==> config.mk <==
export PLATFORM = sky130hd
export DESIGN_NAME = wchh_ctrl
export DESIGN_NICKNAME = d
export VERILOG_FILES = /design/src/rtl/core/wchh_pkg.sv /design/src/rtl/core/wchh_ctrl.sv
export VERILOG_INCLUDE_DIRS = /design/src /design/src/rtl/core
export SDC_FILE = /design/constraint.sdc
export NUM_CORES = 1
export LEC_CHECK = 0
export BUFFER_PORTS_ARGS = -buffer_cell sky130_fd_sc_hd__buf_2
export CORE_AREA = 2 2 39 41
export CTS_BUF_LIST = sky130_fd_sc_hd__clkbuf_16
export DETAILED_ROUTE_END_ITERATION = 10
export DIE_AREA = 0 0 41 43
export PLACE_DENSITY_LB_ADDON = 0.25
export SYNTH_ARGS = -nofsm -noshare
export SYNTH_HDL_FRONTEND = slang
export SYNTH_SLANG_ARGS = --single-unit
==> constraint.sdc <==
create_clock -name clk -period 1.4 [get_ports clk]
set_clock_uncertainty 0.05 [all_clocks]
set_input_delay 0.07 -clock clk [delete_from_list [all_inputs] [get_ports clk]]
set_output_delay 0.07 -clock clk [all_outputs]
set_load 0.02 [all_outputs]
==> src/rtl/core/wire_chamber_hit_histogrammer_macros.svh <==
// Assertion helpers for the histogrammer modules; wchh_ctrl is the one that uses them.
// Each macro expects signals named clk and rst_n in the enclosing module.
`ifndef WIRE_CHAMBER_HIT_HISTOGRAMMER_MACROS_SVH
`define WIRE_CHAMBER_HIT_HISTOGRAMMER_MACROS_SVH

// The consequent must hold in the same cycle as the antecedent.
`define WCHH_ASSERT_NOW(label, ante, cons, msg) \
    label: assert property (@(posedge clk) disable iff (!rst_n) (ante) |-> (cons)) \
        else $error(msg);

// The consequent must hold in the cycle after the antecedent.
`define WCHH_ASSERT_NEXT(label, ante, cons, msg) \
    label: assert property (@(posedge clk) disable iff (!rst_n) (ante) |=> (cons)) \
        else $error(msg);

`endif

==> src/rtl/core/wchh_pkg.sv <==
package wchh_pkg;

    localparam int X_PADS_DEF     = 64;
    localparam int Y_PADS_DEF     = 40;
    localparam int COUNT_BITS_DEF = 32;

    localparam int XY_STRIDE   = 64;
    localparam int STRIDE_BITS = $clog2(XY_STRIDE);

    localparam int KIND_W    = 2;
    localparam int PLANE_W   = 2;
    localparam int PAD_W     = 7;
    localparam int CHARGE_W  = 16;
    localparam int SEL_W     = 2;
    localparam int BIN_W     = 12;
    localparam int OUT_W     = 32;
    localparam int EVENT_W   = 32;
    localparam int CFG_IDX_W = 1;
    localparam int CFG_DAT_W = 2;
    localparam int PROD_W    = 20;

    localparam logic [PLANE_W-1:0] X_PLANE_RESET = 2'd1;
    localparam logic [PLANE_W-1:0] Y_PLANE_RESET = 2'd3;

    typedef enum logic [KIND_W-1:0] {
        KIND_HIT   = 2'd0,
        KIND_EOE   = 2'd1,
        KIND_READ  = 2'd2,
        KIND_CLEAR = 2'd3
    } kind_t;

    typedef enum logic [SEL_W-1:0] {
        SEL_X  = 2'd0,
        SEL_Y  = 2'd1,
        SEL_XY = 2'd2
    } sel_t;

    typedef enum logic [CFG_IDX_W-1:0] {
        CFG_X_PLANE = 1'd0,
        CFG_Y_PLANE = 1'd1
    } cfg_idx_t;

    typedef struct packed {
        logic take;
        logic commit;
        logic load;
        logic sweep;
        logic sweep_init;
    } dp_cmd_t;

    typedef struct packed {
        logic sweep_done;
        logic out_free;
    } dp_stat_t;

endpackage

==> src/rtl/core/wchh_ctrl.sv <==
`include "wire_chamber_hit_histogrammer_macros.svh"

module wchh_ctrl (
    input  logic                        clk,
    input  logic                        rst_n,
    input  logic                        in_valid,
    input  logic [wchh_pkg::KIND_W-1:0] kind,
    input  wchh_pkg::dp_stat_t          stat,
    output logic                        in_ready,
    output wchh_pkg::dp_cmd_t           cmd
);
    import wchh_pkg::*;

    typedef enum logic [1:0] {
        S_SWEEP,
        S_IDLE,
        S_COMMIT,
        S_RESULT
    } state_t;

    state_t state_reg;
    state_t state_next;
    logic   in_ready_reg;

    always_comb
    begin
        state_next = state_reg;
        cmd        = '0;
        unique case (state_reg)
            S_SWEEP:
            begin
                cmd.sweep = 1'b1;
                if (stat.sweep_done)
                    state_next = S_IDLE;
            end
            S_IDLE:
            begin
                if (in_valid)
                begin
                    cmd.take = 1'b1;
                    unique case (kind) inside
                        KIND_HIT, KIND_EOE:
                            state_next = S_COMMIT;
                        KIND_READ:
                            state_next = S_RESULT;
                        default:
                        begin
                            cmd.sweep_init = 1'b1;
                            state_next     = S_SWEEP;
                        end
                    endcase
                end
            end
            S_COMMIT:
            begin
                cmd.commit = 1'b1;
                state_next = S_IDLE;
            end
            S_RESULT:
            begin
                if (stat.out_free)
                begin
                    cmd.load   = 1'b1;
                    state_next = S_IDLE;
                end
            end
            default:
                state_next = S_IDLE;
        endcase
    end

    always_ff @(posedge clk or negedge rst_n)
    begin
        if (!rst_n)
        begin
            state_reg    <= S_SWEEP;
            in_ready_reg <= 1'b0;
        end
        else
        begin
            state_reg    <= state_next;
            in_ready_reg <= (state_next == S_IDLE);
        end
    end

    assign in_ready = in_ready_reg;

    `WCHH_ASSERT_NEXT(a_read_goes_to_result, in_valid && in_ready_reg && kind == KIND_READ, state_reg == S_RESULT, "read beat did not reach the result state")
    `WCHH_ASSERT_NEXT(a_update_commits, in_valid && in_ready_reg && (kind == KIND_HIT || kind == KIND_EOE), cmd.commit, "hit or end-of-event beat was not written back")
    `WCHH_ASSERT_NEXT(a_sweep_reopens, state_reg == S_SWEEP && stat.sweep_done, in_ready_reg, "input did not reopen after the clearing sweep")
    `WCHH_ASSERT_NOW(a_no_take_while_busy, cmd.sweep || cmd.commit || cmd.load, !cmd.take, "beat taken while memory work was pending")

endmodule

==> run summary <==
The flow ran to the end, and the final reports show no timing, DRC or antenna violations. The number of synthesized register bits came out at 3. The number of DRC violations after detailed-routing iteration 0 came out at 0. Once layout is done, the placed cells without fillers occupy 329 um^2. The global placer's final weighted congestion is 0.677.

The maximum clock insertion buffer count came out at 2. After clock tree synthesis, the clock-pin slew on the worst setup and hold paths is 0.03 ns. The end of the worst hold path is state_reg[0]. The number of warnings reported in the yosys synthesis log came out at 0.

TritonCTS built the clock tree. The average wire per standard cell is 9.10 um. During placement, the flow inserted port buffers numbering 12. For the pin with the worst max-slew slack, the measured transition is 0.233 ns. The required time reported for the critical path endpoint came out at 1.28 ns.

The destination of the worst register-to-register timing path is state_reg[1]. The worst hold path was traced through 3 stages. The post-place instance area is 240 um^2. The worst path buffer plus inverter count came out at 1. The critical path class is register to output port. The die covers 0.00176 mm^2.

The number of detailed-route iterations in the first pass came out at 1. The worst-case register-to-register setup slack came out at 0.30 ns. The share of synthesized area occupied by flip-flops and latches came out at 46.9%. Row generation in the floorplan step produced 14 rows. The number of vias per cell after detailed routing is 3.73.

In this design, the largest share of critical-path delay is due to flip-flops. The final hold violation count came to 0. The boundary pin count is 13.

The count of vias placed by the detailed router is 190. The netlist area before placement came out at 160 um^2. The overall global routing resource usage is 7.41%.

After technology mapping, the gate count stands at 18. The number of levels the H-tree was split into came out at 1. Counting every sink on the clock net gives 3. In the routed design, unresolved DRC markers number 0. Summed over all layers, the routed wires come to 464 um. The worst register-to-register path begins at state_reg[1]. Buffers added to address setup during post-CTS repair amount to 0.

The number of global-route vias before repair was 203. The final number of max-transition violations came out at 0. The depth of the most critical reg-to-reg path came out at 3. The clock insertion delay at the later pin of the skew report came out at 0.22 ns. Yosys mapped the design onto 11 distinct sky130hd cell types. The die width came out at 41 um.

The post-layout net count is 43. The starting density of the core is 11.6%. The tightest hold margin came out at 0.0776 ns.

The post-route total power is 0.756 mW. Setup repair after global routing left no endpoint under its margin. The post-DP HPWL came out at 341 um. The largest individual stage delay along the critical path comes from the cell dfrtp_1. The wire length of the first global-routing pass is 828 um. The floorplan step set the die height to 43 um. The fraction of layout cells with a size suffix above 1 came out at 51.4%. After layout, the minimum clock period comes to 1.22 ns. The summed negative setup slack over all endpoints came out at 0 ns. The peak per-stage delay on the critical path came out at 0.44 ns. The critical path capture point type is an output port. The share of the clock period used by the worst path after layout is 87.4%. The tool flagged a number of max-cap violations equal to 0. The areal power density over the cells is 2300 mW/mm^2. The post-cts sizing count came out at 0. The worst hold path begins at stat[1].

The tightest min-delay check is of the primary input to register type. The maximum achievable frequency is 817 MHz. Traced cell by cell, the critical path runs through nand2_1, nor3_1, buf_2.

The signed area change from the synthesized netlist to the final layout is 105%. The total CTS buffers came out at 3. Setup violations remaining at the end of the flow were counted as 0. The worst slew slack as a fraction of its limit is 84.4%. The number of flip-flops under the largest register name is 2. The area of the core came out at 0.00138 mm^2. The number of nets with antenna violations after routing is 0. The master cell of the clock root buffer is clkbuf_16.

The worst-case vdd ir drop is 0.446 mV. The number of antenna violations at the first check in global routing came out at 0. STA puts the critical path data arrival time at 1.10 ns. The kind of start point of the critical path is a register. The static leakage is 0.171 nW. The total inserted antenna cells is 0. For this run the aggregate overflow at the end of global routing stands at 0. Dividing the synthesized area by the synthesized cell count gives 8.90 um^2. Entering global routing, the biggest net connects 8 pins. The number of nets produced by synthesis came out at 25.

The maximum fanout along the worst path came out at 7.
[worst max-delay path by stage]
stage,slack [ns],endpoint,from,cells past startpoint
2_1_floorplan,0.31,cmd[0],state_reg[0],2
4_1_cts,0.14,cmd[0],state_reg[0],3
3_5_place_dp,0.30,state_reg[1],state_reg[1],3
3_3_place_gp,0.32,state_reg[1],state_reg[1],3
6_report,0.18,cmd[0],state_reg[0],3
5_1_grt,0.01,cmd[0],state_reg[0],3
[logic make-up (layout without fill, tap and decap cells)]
kind of cell / Yosys count / in the layout / synth area share, %
AO/OA/AOI/OAI: 3 / 3 / 17.2
AND/OR/NAND/NOR: 11 / 11 / 33.6
buffers and inverters: 1 / 18 / 2.34
flip-flops: 3 / 3 / 46.9
[cells in the mapped netlist, drive strengths merged]
library cell / count / area, um^2
a22oi: 1 / 12.5
a31o: 1 / 8.76
and2: 1 / 6.26
and3: 1 / 7.51
dfrtp: 3 / 75.1
inv: 1 / 3.75
nand2: 3 / 11.3
nor2: 3 / 11.3
nor2b: 2 / 12.5
nor3: 1 / 5.00
o22ai: 1 / 6.26
[power breakdown]
part	leakage (nW)	switching [mW]	total, mW	internal (mW)
combinational	0.0939	0.0989	0.167	0.0678
clock	0.0423	0.0778	0.446	0.368
sequential	0.0347	0.0290	0.143	0.114
[what timing repair did]
item                       4_1_cts  5_1_grt
hold endpoints to repair         3        0
setup endpoints to repair        0        0
hold buffers                     1        0
[metal layers]
metal	wire length (um)	part of all wire (%)	track usage [%]
met5	0	0	0
met3	76	16	5.76
met2	182	39	9.06
met1	205	44	8.92
met4	0	0	4.00
[metrics by stage]
stage / cells / worst slack [ns] / util (%)
6_report: 51 / 0.176 / 23.8
5_1_grt: 51 / 0.0107 / 23.8
3_5_place_dp: 46 / 0.301 / 17.4
4_1_cts: 51 / 0.140 / 23.8
2_1_floorplan: 18 / 0.314 / -
3_3_place_gp: 46 / 0.316 / 17.4
[placed cells by master (no fill, tap or decap)]
cell type | synthesis | routed
a22oi_2 | 1 | 1
a31o_1 | 1 | 1
and2_1 | 1 | 1
and3_2 | 1 | 1
buf_2 | 0 | 12
clkbuf_16 | 0 | 3
dfrtp_1 | 3 | 3
dlygate4sd3_1 | 0 | 1
inv_1 | 0 | 1
inv_2 | 1 | 1
nand2_1 | 3 | 3
nor2_1 | 3 | 3
nor2b_1 | 2 | 2
nor3_1 | 1 | 1
o22ai_1 | 1 | 1
[cell type report]
| type | instances | area (um^2) |
|---|---|---|
| Fill cell | 157 | 1050 |
| Multi-Input combinational cell | 14 | 81.3 |
| Sequential cell | 3 | 75.1 |
| Clock buffer | 3 | 75.1 |
| Timing Repair Buffer | 13 | 70.1 |
| Tap cell | 16 | 20.0 |
| Clock inverter | 1 | 3.75 |
| Inverter | 1 | 3.75 |
[worst register-to-register path: cells and delay by family, from the launching register on]
kind | cells | cell delay (ns)
AOI/OAI and AO/OA | 1 | 0.20
DFF | 1 | 0.43
and+or+nand+nor | 2 | 0.31
No activity file was read; power rests on OpenSTA's default activity.
